==> config.mk <==
export PLATFORM = sky130hd
export DESIGN_NAME = dotted_ipv4_text_parser_top_flat
export DESIGN_NICKNAME = d
export VERILOG_FILES = /design/src/hdl/dipv4_pkg.sv /design/src/hdl/dipv4_ifs.sv /design/src/hdl/dotted_ipv4_text_parser_top.sv /design/src/hdl/dipv4_front.sv /design/src/hdl/dipv4_queue.sv /design/src/hdl/dipv4_back.sv /design/src/flat_wrapper.sv
export VERILOG_INCLUDE_DIRS = /design/src /design/src/hdl
export SDC_FILE = /design/constraint.sdc
export NUM_CORES = 1
export LEC_CHECK = 0
export BUFFER_PORTS_ARGS = -buffer_cell sky130_fd_sc_hd__buf_2
export CORE_ASPECT_RATIO = 0.75
export CORE_MARGIN = 1.5
export CORE_UTILIZATION = 55
export DETAILED_ROUTE_END_ITERATION = 8
export GPL_TIMING_DRIVEN = 1
export PLACE_DENSITY = 0.8
export SYNTH_ARGS = -nofsm -noshare
export SYNTH_HDL_FRONTEND = slang
export SYNTH_HIERARCHICAL = 1
export SYNTH_SLANG_ARGS = --single-unit
==> constraint.sdc <==
create_clock -name clk -period 4.9 [get_ports clk]
set_input_delay 0.49 -clock clk [delete_from_list [all_inputs] [get_ports clk]]
set_output_delay 0.49 -clock clk [all_outputs]
set_load 0.01 [all_outputs]
==> src/hdl/assert_macros.svh <==
// ----------------------------------------------------------------------------
// Assertion macros
// Shared shorthand for the concurrent checks of the address parser.
// ----------------------------------------------------------------------------
`ifndef ASSERT_MACROS_SVH
`define ASSERT_MACROS_SVH

// The consequent must hold in the same cycle as the antecedent.
`define ASSERT_IMPLIES(label, clk, rst_n, ante, cons, msg) \
    label: assert property (@(posedge clk) disable iff (!rst_n) (ante) |-> (cons)) \
        else $error(msg);

// The consequent must hold in the cycle after the antecedent.
`define ASSERT_NEXT(label, clk, rst_n, ante, cons, msg) \
    label: assert property (@(posedge clk) disable iff (!rst_n) (ante) |=> (cons)) \
        else $error(msg);

`endif

==> src/hdl/dipv4_pkg.sv <==
// ----------------------------------------------------------------------------
// dipv4_pkg
// Shared widths, character codes and the token type of the address parser.
// ----------------------------------------------------------------------------
package dipv4_pkg;

    // Field widths
    localparam int CH_W   = 8;
    localparam int ADDR_W = 32;

    // Default depth of the token queue between front and back
    localparam int QUEUE_DEPTH = 4;

    // Character codes
    localparam logic [CH_W-1:0] CH_NUL   = 8'h00;
    localparam logic [CH_W-1:0] CH_DOT   = 8'h2e;
    localparam logic [CH_W-1:0] CH_ZERO  = 8'h30;
    localparam logic [CH_W-1:0] CH_NINE  = 8'h39;
    localparam logic [CH_W-1:0] CH_LO_A  = 8'h61;
    localparam logic [CH_W-1:0] CH_LO_F  = 8'h66;
    localparam logic [CH_W-1:0] CH_UP_A  = 8'h41;
    localparam logic [CH_W-1:0] CH_UP_F  = 8'h46;
    localparam logic [CH_W-1:0] CH_LO_X  = 8'h78;
    localparam logic [CH_W-1:0] CH_UP_X  = 8'h58;

    // Class of one input byte
    typedef enum logic [2:0] {
        TOK_END,
        TOK_DOT,
        TOK_X,
        TOK_DIGIT,
        TOK_LETTER,
        TOK_BAD
    } tok_kind_t;

    // One classified byte: its class and, for digits and letters, its value
    typedef struct packed {
        tok_kind_t  kind;
        logic [3:0] value;
    } token_t;

    // Fill status of the token queue
    typedef struct packed {
        logic empty;
        logic full;
    } q_status_t;

endpackage

==> src/hdl/dipv4_ifs.sv <==
// ----------------------------------------------------------------------------
// dipv4 channel interfaces
// Valid/ready channels for the incoming text bytes and the parse results.
// ----------------------------------------------------------------------------

// Text byte channel
interface dipv4_char_if;
    logic                       valid;
    logic                       ready;
    logic [dipv4_pkg::CH_W-1:0] ch;

    modport source (output valid, output ch, input ready);
    modport sink   (input valid, input ch, output ready);
endinterface

// Parse result channel
interface dipv4_result_if;
    logic                         valid;
    logic                         ready;
    logic                         ok;
    logic [dipv4_pkg::ADDR_W-1:0] addr;

    modport source (output valid, output ok, output addr, input ready);
    modport sink   (input valid, input ok, input addr, output ready);
endinterface

==> src/hdl/dotted_ipv4_text_parser_top.sv <==
// ----------------------------------------------------------------------------
// dotted_ipv4_text_parser_top
// Parses a dotted IPv4 address string into a 32-bit address.
// ----------------------------------------------------------------------------
// The block takes one text byte per cycle while the queue has room and gives
// one result on the result channel for each zero byte, which ends a string.
// The front classifies each byte, a token queue of QUEUE_DEPTH entries holds
// it, and the back applies it to the part being parsed, a shift-and-add by the
// part's base followed by a 36-bit overflow compare. A zero byte leaves the
// queue only when the single result register is free, so a stalled sink holds
// back the back end while the front keeps taking bytes until the queue is
// full. The result appears on the cycle after its zero byte leaves the queue.
`include "assert_macros.svh"

module dotted_ipv4_text_parser_top #(
    parameter int QUEUE_DEPTH = dipv4_pkg::QUEUE_DEPTH
) (
    input  logic            clk,
    input  logic            rst_n,
    dipv4_char_if.sink      text,
    dipv4_result_if.source  result
);

    logic                  push;
    logic                  pop;
    dipv4_pkg::token_t     wr_token;
    dipv4_pkg::token_t     head;
    dipv4_pkg::q_status_t  q_status;

    // Byte classification
    dipv4_front u_front (
        .text     (text),
        .q_status (q_status),
        .push     (push),
        .token    (wr_token)
    );

    // Token queue
    dipv4_queue #(
        .DEPTH (QUEUE_DEPTH)
    ) u_queue (
        .clk      (clk),
        .rst_n    (rst_n),
        .push     (push),
        .wr_token (wr_token),
        .pop      (pop),
        .head     (head),
        .status   (q_status)
    );

    // Part parser and result register
    dipv4_back u_back (
        .clk      (clk),
        .rst_n    (rst_n),
        .head     (head),
        .q_status (q_status),
        .pop      (pop),
        .result   (result)
    );

    // Checks
    `ASSERT_IMPLIES(a_no_pop_empty, clk, rst_n, q_status.empty, !pop, "pop from empty queue")
    `ASSERT_IMPLIES(a_full_stalls, clk, rst_n, q_status.full, !text.ready, "take while full")
    `ASSERT_NEXT(a_end_gives_result, clk, rst_n, pop && head.kind == dipv4_pkg::TOK_END, result.valid, "end byte without result")
    `ASSERT_IMPLIES(a_bad_addr_zero, clk, rst_n, result.valid && !result.ok, result.addr == '0, "failed parse with address")

endmodule

==> src/hdl/dipv4_front.sv <==
// ----------------------------------------------------------------------------
// dipv4_front
// Accepts text bytes and classifies each one into a token for the queue.
// ----------------------------------------------------------------------------
module dipv4_front (
    dipv4_char_if.sink          text,
    input  dipv4_pkg::q_status_t q_status,
    output logic                 push,
    output dipv4_pkg::token_t    token
);

    // A byte is taken whenever the queue has room.
    assign text.ready = !q_status.full;
    assign push       = text.valid && !q_status.full;

    // Classify the byte.
    always_comb
    begin
        token.kind  = dipv4_pkg::TOK_BAD;
        token.value = 4'd0;
        if (text.ch == dipv4_pkg::CH_NUL)
        begin
            token.kind = dipv4_pkg::TOK_END;
        end
        else if (text.ch == dipv4_pkg::CH_DOT)
        begin
            token.kind = dipv4_pkg::TOK_DOT;
        end
        else if (text.ch == dipv4_pkg::CH_LO_X || text.ch == dipv4_pkg::CH_UP_X)
        begin
            token.kind = dipv4_pkg::TOK_X;
        end
        else if (text.ch >= dipv4_pkg::CH_ZERO && text.ch <= dipv4_pkg::CH_NINE)
        begin
            token.kind  = dipv4_pkg::TOK_DIGIT;
            token.value = 4'(text.ch - dipv4_pkg::CH_ZERO);
        end
        else if (text.ch >= dipv4_pkg::CH_LO_A && text.ch <= dipv4_pkg::CH_LO_F)
        begin
            token.kind  = dipv4_pkg::TOK_LETTER;
            token.value = 4'(text.ch - dipv4_pkg::CH_LO_A + 8'd10);
        end
        else if (text.ch >= dipv4_pkg::CH_UP_A && text.ch <= dipv4_pkg::CH_UP_F)
        begin
            token.kind  = dipv4_pkg::TOK_LETTER;
            token.value = 4'(text.ch - dipv4_pkg::CH_UP_A + 8'd10);
        end
    end

endmodule

==> src/hdl/dipv4_queue.sv <==
// ----------------------------------------------------------------------------
// dipv4_queue
// Short token queue that lets the front and back stall independently.
// ----------------------------------------------------------------------------
module dipv4_queue #(
    parameter int DEPTH = dipv4_pkg::QUEUE_DEPTH
) (
    input  logic                  clk,
    input  logic                  rst_n,
    input  logic                  push,
    input  dipv4_pkg::token_t     wr_token,
    input  logic                  pop,
    output dipv4_pkg::token_t     head,
    output dipv4_pkg::q_status_t  status
);

    localparam int PTR_W = (DEPTH > 1) ? $clog2(DEPTH) : 1;
    localparam int CNT_W = $clog2(DEPTH + 1);

    dipv4_pkg::token_t entries_reg [DEPTH];
    logic [PTR_W-1:0]  wr_ptr_reg, wr_ptr_next;
    logic [PTR_W-1:0]  rd_ptr_reg, rd_ptr_next;
    logic [CNT_W-1:0]  count_reg, count_next;

    // Status and head of the queue
    assign status.empty = (count_reg == '0);
    assign status.full  = (count_reg == CNT_W'(DEPTH));
    assign head         = entries_reg[rd_ptr_reg];

    // Pointer and count update
    always_comb
    begin
        wr_ptr_next = wr_ptr_reg;
        rd_ptr_next = rd_ptr_reg;
        count_next  = count_reg;
        if (push)
        begin
            wr_ptr_next = (wr_ptr_reg == PTR_W'(DEPTH - 1)) ? '0 : wr_ptr_reg + 1'b1;
        end
        if (pop)
        begin
            rd_ptr_next = (rd_ptr_reg == PTR_W'(DEPTH - 1)) ? '0 : rd_ptr_reg + 1'b1;
        end
        if (push && !pop)
        begin
            count_next = count_reg + 1'b1;
        end
        else if (pop && !push)
        begin
            count_next = count_reg - 1'b1;
        end
    end

    always_ff @(posedge clk or negedge rst_n)
    begin
        if (!rst_n)
        begin
            wr_ptr_reg <= '0;
            rd_ptr_reg <= '0;
            count_reg  <= '0;
        end
        else
        begin
            wr_ptr_reg <= wr_ptr_next;
            rd_ptr_reg <= rd_ptr_next;
            count_reg  <= count_next;
        end
    end

    // Token storage
    always_ff @(posedge clk)
    begin
        if (push)
        begin
            entries_reg[wr_ptr_reg] <= wr_token;
        end
    end

endmodule

==> src/hdl/dipv4_back.sv <==
// ----------------------------------------------------------------------------
// dipv4_back
// Runs the part parser on each token and holds the result for the sink.
// ----------------------------------------------------------------------------
module dipv4_back (
    input  logic                  clk,
    input  logic                  rst_n,
    input  dipv4_pkg::token_t     head,
    input  dipv4_pkg::q_status_t  q_status,
    output logic                  pop,
    dipv4_result_if.source        result
);

    typedef enum logic [1:0] {
        RADIX_DEC = 2'd0,
        RADIX_OCT = 2'd1,
        RADIX_HEX = 2'd2,
        RADIX_ALT = 2'd3
    } radix_t;

    localparam int AW = dipv4_pkg::ADDR_W;

    logic [AW-1:0]   accum_reg, accum_next;
    logic [1:0]      part_count_reg, part_count_next;
    radix_t          radix_reg, radix_next;
    logic            have_digit_reg, have_digit_next;
    logic            lone_zero_reg, lone_zero_next;
    logic            failed_reg, failed_next;
    logic [7:0]      done_parts_reg [3];
    logic            store_part;
    logic            out_valid_reg, out_valid_next;
    logic            out_ok_reg;
    logic [AW-1:0]   out_addr_reg;

    logic            is_end;
    logic            fin_ok;
    logic [AW-1:0]   fin_addr;
    logic [AW+3:0]   scaled;
    logic [AW+3:0]   sum;
    logic            digit_ok;

    // Take a token unless it is the end of a string and the result slot is busy.
    assign is_end = (head.kind == dipv4_pkg::TOK_END);
    assign pop    = !q_status.empty && (!is_end || !out_valid_reg || result.ready);

    // Accumulator times base, plus the digit.
    always_comb
    begin
        unique case (radix_reg)
            RADIX_HEX: scaled = {accum_reg, 4'b0000};
            RADIX_OCT: scaled = {1'b0, accum_reg, 3'b000};
            default:   scaled = {1'b0, accum_reg, 3'b000} + {3'b000, accum_reg, 1'b0};
        endcase
        sum = scaled + (AW+4)'(head.value);
    end

    // Whether the digit or letter is valid in the part's base.
    always_comb
    begin
        unique case (radix_reg)
            RADIX_HEX: digit_ok = 1'b1;
            RADIX_OCT: digit_ok = (head.kind == dipv4_pkg::TOK_DIGIT) && (head.value < 4'd8);
            default:   digit_ok = (head.kind == dipv4_pkg::TOK_DIGIT);
        endcase
    end

    // Final check and packing of the address.
    always_comb
    begin
        fin_ok   = 1'b0;
        fin_addr = '0;
        if (!failed_reg && have_digit_reg)
        begin
            unique case (part_count_reg)
                2'd0:
                begin
                    fin_ok   = 1'b1;
                    fin_addr = accum_reg;
                end
                2'd1:
                begin
                    fin_ok   = (accum_reg[AW-1:24] == '0);
                    fin_addr = {done_parts_reg[0], accum_reg[23:0]};
                end
                2'd2:
                begin
                    fin_ok   = (accum_reg[AW-1:16] == '0);
                    fin_addr = {done_parts_reg[0], done_parts_reg[1], accum_reg[15:0]};
                end
                default:
                begin
                    fin_ok   = (accum_reg[AW-1:8] == '0);
                    fin_addr = {done_parts_reg[0], done_parts_reg[1], done_parts_reg[2],
                                accum_reg[7:0]};
                end
            endcase
        end
        if (!fin_ok)
        begin
            fin_addr = '0;
        end
    end

    // Parse step for the token at the head of the queue.
    always_comb
    begin
        accum_next      = accum_reg;
        part_count_next = part_count_reg;
        radix_next      = radix_reg;
        have_digit_next = have_digit_reg;
        lone_zero_next  = lone_zero_reg;
        failed_next     = failed_reg;
        store_part      = 1'b0;
        if (pop)
        begin
            if (is_end)
            begin
                accum_next      = '0;
                part_count_next = 2'd0;
                radix_next      = RADIX_DEC;
                have_digit_next = 1'b0;
                lone_zero_next  = 1'b0;
                failed_next     = 1'b0;
            end
            else if (!failed_reg)
            begin
                priority if (head.kind == dipv4_pkg::TOK_DOT)
                begin
                    if (!have_digit_reg || part_count_reg == 2'd3
                        || accum_reg[AW-1:8] != '0)
                    begin
                        failed_next = 1'b1;
                    end
                    else
                    begin
                        store_part      = 1'b1;
                        part_count_next = part_count_reg + 1'b1;
                        accum_next      = '0;
                        radix_next      = RADIX_DEC;
                        have_digit_next = 1'b0;
                        lone_zero_next  = 1'b0;
                    end
                end
                else if (head.kind == dipv4_pkg::TOK_X)
                begin
                    if (lone_zero_reg)
                    begin
                        radix_next      = RADIX_HEX;
                        accum_next      = '0;
                        have_digit_next = 1'b0;
                        lone_zero_next  = 1'b0;
                    end
                    else
                    begin
                        failed_next = 1'b1;
                    end
                end
                else if (head.kind == dipv4_pkg::TOK_DIGIT && head.value == 4'd0
                         && !have_digit_reg && radix_reg == RADIX_DEC)
                begin
                    // A leading zero switches the part to octal.
                    radix_next      = RADIX_OCT;
                    accum_next      = '0;
                    have_digit_next = 1'b1;
                    lone_zero_next  = 1'b1;
                end
                else if ((head.kind == dipv4_pkg::TOK_DIGIT
                          || head.kind == dipv4_pkg::TOK_LETTER)
                         && digit_ok && sum[AW+3:AW] == '0)
                begin
                    accum_next      = sum[AW-1:0];
                    have_digit_next = 1'b1;
                    lone_zero_next  = 1'b0;
                end
                else
                begin
                    failed_next = 1'b1;
                end
            end
        end
    end

    // Result slot handshake
    always_comb
    begin
        out_valid_next = out_valid_reg;
        if (pop && is_end)
        begin
            out_valid_next = 1'b1;
        end
        else if (result.ready)
        begin
            out_valid_next = 1'b0;
        end
    end

    always_ff @(posedge clk or negedge rst_n)
    begin
        if (!rst_n)
        begin
            accum_reg      <= '0;
            part_count_reg <= 2'd0;
            radix_reg      <= RADIX_DEC;
            have_digit_reg <= 1'b0;
            lone_zero_reg  <= 1'b0;
            failed_reg     <= 1'b0;
            out_valid_reg  <= 1'b0;
        end
        else
        begin
            accum_reg      <= accum_next;
            part_count_reg <= part_count_next;
            radix_reg      <= radix_next;
            have_digit_reg <= have_digit_next;
            lone_zero_reg  <= lone_zero_next;
            failed_reg     <= failed_next;
            out_valid_reg  <= out_valid_next;
        end
    end

    // Completed parts and result payload
    always_ff @(posedge clk)
    begin
        if (store_part)
        begin
            done_parts_reg[part_count_reg] <= accum_reg[7:0];
        end
        if (pop && is_end)
        begin
            out_ok_reg   <= fin_ok;
            out_addr_reg <= fin_addr;
        end
    end

    assign result.valid = out_valid_reg;
    assign result.ok    = out_ok_reg;
    assign result.addr  = out_addr_reg;

endmodule
==> src/flat_wrapper.sv <==
// flat-port wrapper written by rule: the top's interface ports become plain ports
module dotted_ipv4_text_parser_top_flat 
#(
    parameter int QUEUE_DEPTH = dipv4_pkg::QUEUE_DEPTH
)
  (clk, rst_n, text_valid, text_ch, text_ready, result_valid, result_ok, result_addr, result_ready);
  dipv4_char_if text_i ();
  dipv4_result_if result_i ();
  input  logic clk;
  input  logic rst_n;
  input wire logic [$bits(text_i.valid)-1:0] text_valid;
  input wire logic [$bits(text_i.ch)-1:0] text_ch;
  output wire logic [$bits(text_i.ready)-1:0] text_ready;
  output wire logic [$bits(result_i.valid)-1:0] result_valid;
  output wire logic [$bits(result_i.ok)-1:0] result_ok;
  output wire logic [$bits(result_i.addr)-1:0] result_addr;
  input wire logic [$bits(result_i.ready)-1:0] result_ready;
  assign text_i.valid = text_valid;
  assign text_i.ch = text_ch;
  assign text_ready = text_i.ready;
  assign result_valid = result_i.valid;
  assign result_ok = result_i.ok;
  assign result_addr = result_i.addr;
  assign result_i.ready = result_ready;
  dotted_ipv4_text_parser_top #(.QUEUE_DEPTH(QUEUE_DEPTH)) u_core (.clk(clk), .rst_n(rst_n), .text(text_i), .result(result_i));
endmodule
Word level (Yosys, flattened, before mapping)
Memory sizes are Yosys's and may differ from the RTL's.
Index checks and enable logic that the tools add are counted.
{"block": "totals", "register_bits": 80, "ram_bits": 52, "input_bits": 12, "output_inout_bits": 35, "wordCells": 172, "memories": 2}
{"memory": "u_core.u_queue.entries_reg", "words": 4, "word_bits": 7, "read_ports": 1, "rd_ports_with_merged_regs": 0, "write_ports": 1, "line": "dipv4_queue.sv:20", "rtl": "dipv4_pkg::token_t entries_reg [DEPTH];"}
{"memory": "u_core.u_back.done_parts_reg", "words": 3, "word_bits": 8, "read_ports": 3, "rd_ports_with_merged_regs": 0, "write_ports": 1, "line": "dipv4_back.sv:29", "rtl": "logic [7:0] done_parts_reg [3];"}
{"block": "op_classes", "addsub": 12, "n_lt_le_gt_ge": 7, "n_eq_ne": 19, "n_mux": 70, "reduce_logical": 50}
{"operator": "$mux W32", "n": 8}
{"operator": "$pmux W32 S3", "n": 1}
{"operator": "$pmux W36 S2", "n": 1}
{"operator": "$add A35 B33 Y36", "n": 1}
{"operator": "$add A36 B4 Y36", "n": 1}
{"operator": "$mux W1", "n": 34}
{"operator": "$mux W2", "n": 13}
{"operator": "$logic_not A24 Y1", "n": 1}
{"operator": "$reduce_bool A24 Y1", "n": 1}
{"operator": "$eq A8 B7 Y1 const B", "n": 2}
{"operator": "$ge A8 B7 Y1 const B", "n": 2}
{"operator": "$le A8 B7 Y1 const B", "n": 2}
{"operator": "$logic_not A16 Y1", "n": 1}
{"operator": "$logic_not A8 Y1", "n": 2}
{"operator": "$logic_and A1 B1 Y1", "n": 15}
{"operator": "$mux W3", "n": 5}
{"operator": "$mux W7", "n": 2}
{"operator": "$mux W4", "n": 3}
{"operator": "$sub A4 B1 Y4 const B", "n": 3}
{"operator": "$eq A2 B2 Y1 const B", "n": 5}
{"operator": "$reduce_and A5 Y1", "n": 2}
{"operator": "$add A4 B4 Y4 const B", "n": 2}
{"operator": "$eq A8 B6 Y1 const B", "n": 1}
{"operator": "$ge A8 B6 Y1 const B", "n": 1}
{"operator": "26 further kinds", "n": 49}

Logic depth before layout (Yosys ltp)
An unclocked memory read counts as a cell.
{"block": "depth", "depth_word": 12, "ltp_mapped": 22, "depth_no_buf": 15}

Cells and area by module
The synthesis kept the hierarchy.
{"mod": "dipv4_back", "n_inst": 1, "cells_each": 824, "area_each_um2": 7532.2, "seq_area_each_um2": 2712.6}
{"mod": "dipv4_queue", "n_inst": 1, "cells_each": 74, "area_each_um2": 1426.4, "seq_area_each_um2": 1016.0}
{"mod": "dipv4_front", "n_inst": 1, "cells_each": 31, "area_each_um2": 252.7, "seq_area_each_um2": 0.0}

Worst setup path after synthesis
Ideal clock, no wire load.
{"block": "synth_timing", "kind": "register -> register", "startpoint": "reg u_core.u_back.radix_reg[1]", "endpoint": "reg u_core.u_back.accum_reg[23]", "setup_time_ns": 0.121, "t_arrival_ns": 4.526, "required_ns": 4.779, "slack_ns": 0.253, "stages_incl_launch_ff": 22, "n_path_buf": 6, "period_less_slack_ns": 4.647, "cell_sequence": "dfrtp_1 -> inv_1 -> ha_1 -> buf_2 -> buf_2 -> buf_1 -> buf_2 -> clkbuf_1 -> nor2_1 -> ha_1 -> fa_1 -> a21oi_1 -> nor3_1 -> nand4b_1 -> and4bb_2 -> and3_1 -> and4_1 -> a21o_1 -> a22oi_4 -> o21bai_2 -> buf_2 -> a22o_1"}
{"block": "synth_via", "elab_chain_cells": 9, "word_cells_on_any_way": 18, "cone_classes": "add/sub: 1; eq/ne: 2; mux: 8; reduce/logical: 7"}
{"item": "from (decl)", "line": "dipv4_back.sv:25", "rtl": "radix_t radix_reg, radix_next;"}
{"item": "from (signal assigned)", "line": "dipv4_back.sv:213", "rtl": "radix_reg <= radix_next;"}
{"item": "$eq A2 B1 Y1 / $eq A2 B2 Y1 (equally long branches)", "line": "dipv4_back.sv:49, dipv4_back.sv:60"}
{"item": "$pmux W36 S2", "line": "dipv4_back.sv:49", "rtl": "unique case (radix_reg)"}
{"item": "$add A36 B4 Y36", "line": "dipv4_back.sv:54", "rtl": "sum = scaled + (AW+4)'(head.value);"}
{"item": "$mux W32", "line": "dipv4_back.sv:167", "rtl": "else if ((head.kind == dipv4_pkg::TOK_DIGIT"}
{"item": "$mux W32", "line": "dipv4_back.sv:158", "rtl": "else if (head.kind == dipv4_pkg::TOK_DIGIT && head.value == 4'd0"}
{"item": "$mux W32", "line": "dipv4_back.sv:144", "rtl": "else if (head.kind == dipv4_pkg::TOK_X)"}
{"item": "$mux W32", "line": "dipv4_back.sv:127", "rtl": "priority if (head.kind == dipv4_pkg::TOK_DOT)"}
{"item": "$mux W32", "line": "dipv4_back.sv:125", "rtl": "else if (!failed_reg)"}
{"item": "$mux W32", "line": "dipv4_back.sv:116", "rtl": "if (is_end)"}
{"item": "to (signal assigned)", "line": "dipv4_back.sv:211", "rtl": "accum_reg <= accum_next;"}
{"item": "to (decl)", "line": "dipv4_back.sv:23", "rtl": "logic [AW-1:0] accum_reg, accum_next;"}
Parallel ways exist; a longest one is shown, timed or not. The select of a mux whose other input is x is not followed.
A chain may end at the register's enable or synchronous reset.

Final worst setup path
{"block": "layout_timing", "startpoint": "reg u_core.u_back.radix_reg[1]", "endpoint": "reg u_core.u_back.accum_reg[4]"}
The elaborated chain is that of the path after synthesis.

==> results.toml <==
[sta]
max_clock_freq_mhz = 215
finalHoldViolations = 0
final.period_utilization_pct = 95.0
maxSlewHeadroom_pct = 46.0
fin_setup_tns_ns = 0
setup_viol = 0
layout_setup_ws_ns = 0.247
maxSlewViolCount = 0
tightest_slew_ns = 0.802
period_needed_ns = 4.65
rsz0062_at_grt = "false"
fin_worst_skew_ns = 0.00876

[critical_path]
cp.arrival_ns = 4.94
worstSetupPathType = "reg2reg"
reg2reg_from = "u_core/u_back/radix_reg[1]$_DFFE_PN0P_"
crit_fanout = 32
cp_slowest_cell = "ha_2"
startpoint_type = "flip-flop"
crit_required_ns = 5.19
crit_start = "u_core/u_back/radix_reg[1]$_DFFE_PN0P_"
crit_chain = "inv_1 > ha_2 > inv_2 > o2bb2ai_1 > ha_1 > a21oi_1 > nor3_1 > nand4b_1 > and4bb_2 > and3_1 > and4_1 > nand4_1 > a22oi_4 > o21bai_2 > buf_4 > a22o_1"
reg2regPathDepth = 16
reg2reg_setup_slack_ns = 0.25
slowest_delay_ns = 0.50
end_kind = "flip-flop"
r2r-end = "u_core/u_back/accum_reg[4]$_DFFE_PN0P_"

[clocking]
clock_sinks = 132
cts_buffers = 17
hold_buffers = 0
cts.htree.levels = 4
cts_tree = "done"
root_buffer = "clkbuf_16"
clkTransAtPathRegs_ns = 0.06
clock_latency_ns = 0.41
clock_path_buffers = 2

[drt]
dr.pass1.iters = 6
vias = 8037
drcViolationCount = 0
wl_per_cell_um = 21.2
ant_nets = 0
vias_per_cell = 6.75
dr.first_iter.drc_count = 1075
totalWireLength_um = 25200

[placement]
numPortBuffers = 46
gp_congestion = 0.939
dp_hpwl_um = 17900
preCtsSetupSlack_ns = 0.355

[yosys]
yosysSeqAreaShare_pct = 40.5
ys_seq_elements = 132
syn-num-nets = 994
synthesis.area_um2 = 9210
synth.area.top_cells = "edfxtp_1 (28%), dfrtp_1 (13%), ha_1 (6.8%)"
synthArstFlopShare_pct = 35.6
synth_edf_count = 85
synth_cells = 929
yosysTopAreaCell = "edfxtp_1"
yosys_warnings = 6
synth-main-ff-cell = "edfxtp_1"
synthTopCellsByCount = "nor2_1 (93), edfxtp_1 (85), nand2_1 (61)"
yosysMostFrequentCell = "nor2_1"
avgSynthCellArea_um2 = 9.92
synth_top_area_share_pct = 27.7
ys_types = 93

[power_and_ir_drop]
power_density_nw_per_um2 = 578
ir_drop_mv = 0.368
leakage_nw = 3.94

[global_route]
grt_remaining_overflow = 0
grt_pass1_vias = 7525
grt_pass1_wl_um = 40000
grt_usage_pct = 29.1
antenna_found_initial = 1
grt_max_degree = 48

[final_layout]
antenna_cells = 0
layout-drive-gt1-share_pct = 15.5
fin_nets = 1033
area_growth_syn_to_layout_pct = 11.9

[outcome]
status = "complete, no violations"

[die]
die_w_um = 152
dieArea_um2 = 17500
core_area_um2 = 16200
die_h_um = 115
initial_core_util_pct = 56.8
rows = 40
io_pins = 47

[min_path]
hp-class = "in2async"

[flow_run]
drv_cap = 0
==> logic make-up after synthesis <==
| group | after synthesis | synth area share (%) |
|---|---|---|
| XOR/XNOR | 43 | 4.09 |
| AO/OA/AOI/OAI | 294 | 24.0 |
| AND/OR/NAND/NOR | 305 | 17.0 |
| multiplexers | 16 | 2.73 |
| buffers and inverters | 86 | 4.26 |
| adder cells (fa/ha/maj) | 53 | 7.44 |
| flip-flops | 132 | 40.5 |
==> cell type report <==
cell class | instances | area (um2)
Clock buffer | 18 | 429
Clock inverter | 14 | 200
Fill cell | 1255 | 5910
Inverter | 32 | 120
Multi-Input combinational cell | 711 | 5110
Sequential cell | 132 | 3730
Tap cell | 210 | 263
Timing Repair Buffer | 74 | 453
==> critical path: cells and delay by family, from the launching register on <==
kind / cells / cell delay [ns]
and+or+nand+nor: 6 / 1.71
AOI/OAI and AO/OA: 5 / 0.95
adders and majority gates: 2 / 0.85
buffers and inverters: 3 / 0.61
DFF: 1 / 0.39
==> report_power, final <==
group,switching [W],internal (W)
logic,0.00181,0.00109
registers,0.000264,0.00145
clock network,0.000485,0.000859
total,0.00256,0.00340
==> how the worst max path moves through the flow <==
stage	to	slack, ns	cells past startpoint
floorplan	u_core/u_back/accum_reg[23]$_DFFE_PN0P_	0.25	21
global placement	u_core/u_back/accum_reg[13]$_DFFE_PN0P_	0.45	16
detailed placement	u_core/u_back/accum_reg[6]$_DFFE_PN0P_	0.36	16
CTS	u_core/u_back/accum_reg[16]$_DFFE_PN0P_	0.27	16
global route	u_core/u_back/accum_reg[4]$_DFFE_PN0P_	0.03	15
finish	u_core/u_back/accum_reg[4]$_DFFE_PN0P_	0.25	16
==> per-stage QoR <==
| step | utilization (%) | instance area, um2 | power, W | hold WS (ns) | cells |
|---|---|---|---|---|---|
| floorplan | - | 9210 | 0.00374 | 0.194 | 929 |
| global placement | 59.5 | 9650 | 0.00443 | 0.478 | 1159 |
| detailed placement | 59.5 | 9650 | 0.00449 | 0.483 | 1159 |
| CTS | 63.4 | 10300 | 0.00586 | 0.188 | 1191 |
| global route | 63.5 | 10300 | 0.00627 | 0.224 | 1191 |
| finish | 63.5 | 10300 | 0.00595 | 0.172 | 1191 |
==> metal layers <==
| metal | wire length [um] | track usage [%] | vias up |
|---|---|---|---|
| met2 | 11100 | 44.7 | 522 |
| met4 | 435 | 7.37 | 0 |
| li1 | - | - | 3642 |
| met5 | 0 | 0 | - |
| met3 | 2820 | 7.54 | 54 |
| met1 | 10900 | 41.5 | 3819 |
==> timing repair <==
item / in CTS / in global routing
buffers inserted: 0 / 0
gates resized for setup: 0 / 4
endpoints found under the setup margin: 0 / 28
==> layout by cell type (no fill, tap or decap), types with 20 or more instances in the layout <==
cell type and n:
a22o_1 38, nor2_1 93, nor3_1 20, edfxtp_1 85, a21oi_1 53, inv_1 31, o21ai_0 35, and2_1 20
buf_2 46, xnor2_1 27, nand3_1 25, nand2_1 61, buf_4 27, dfrtp_1 47, a22oi_1 39, ha_1 49
No activity file was read; power rests on OpenSTA's default activity.
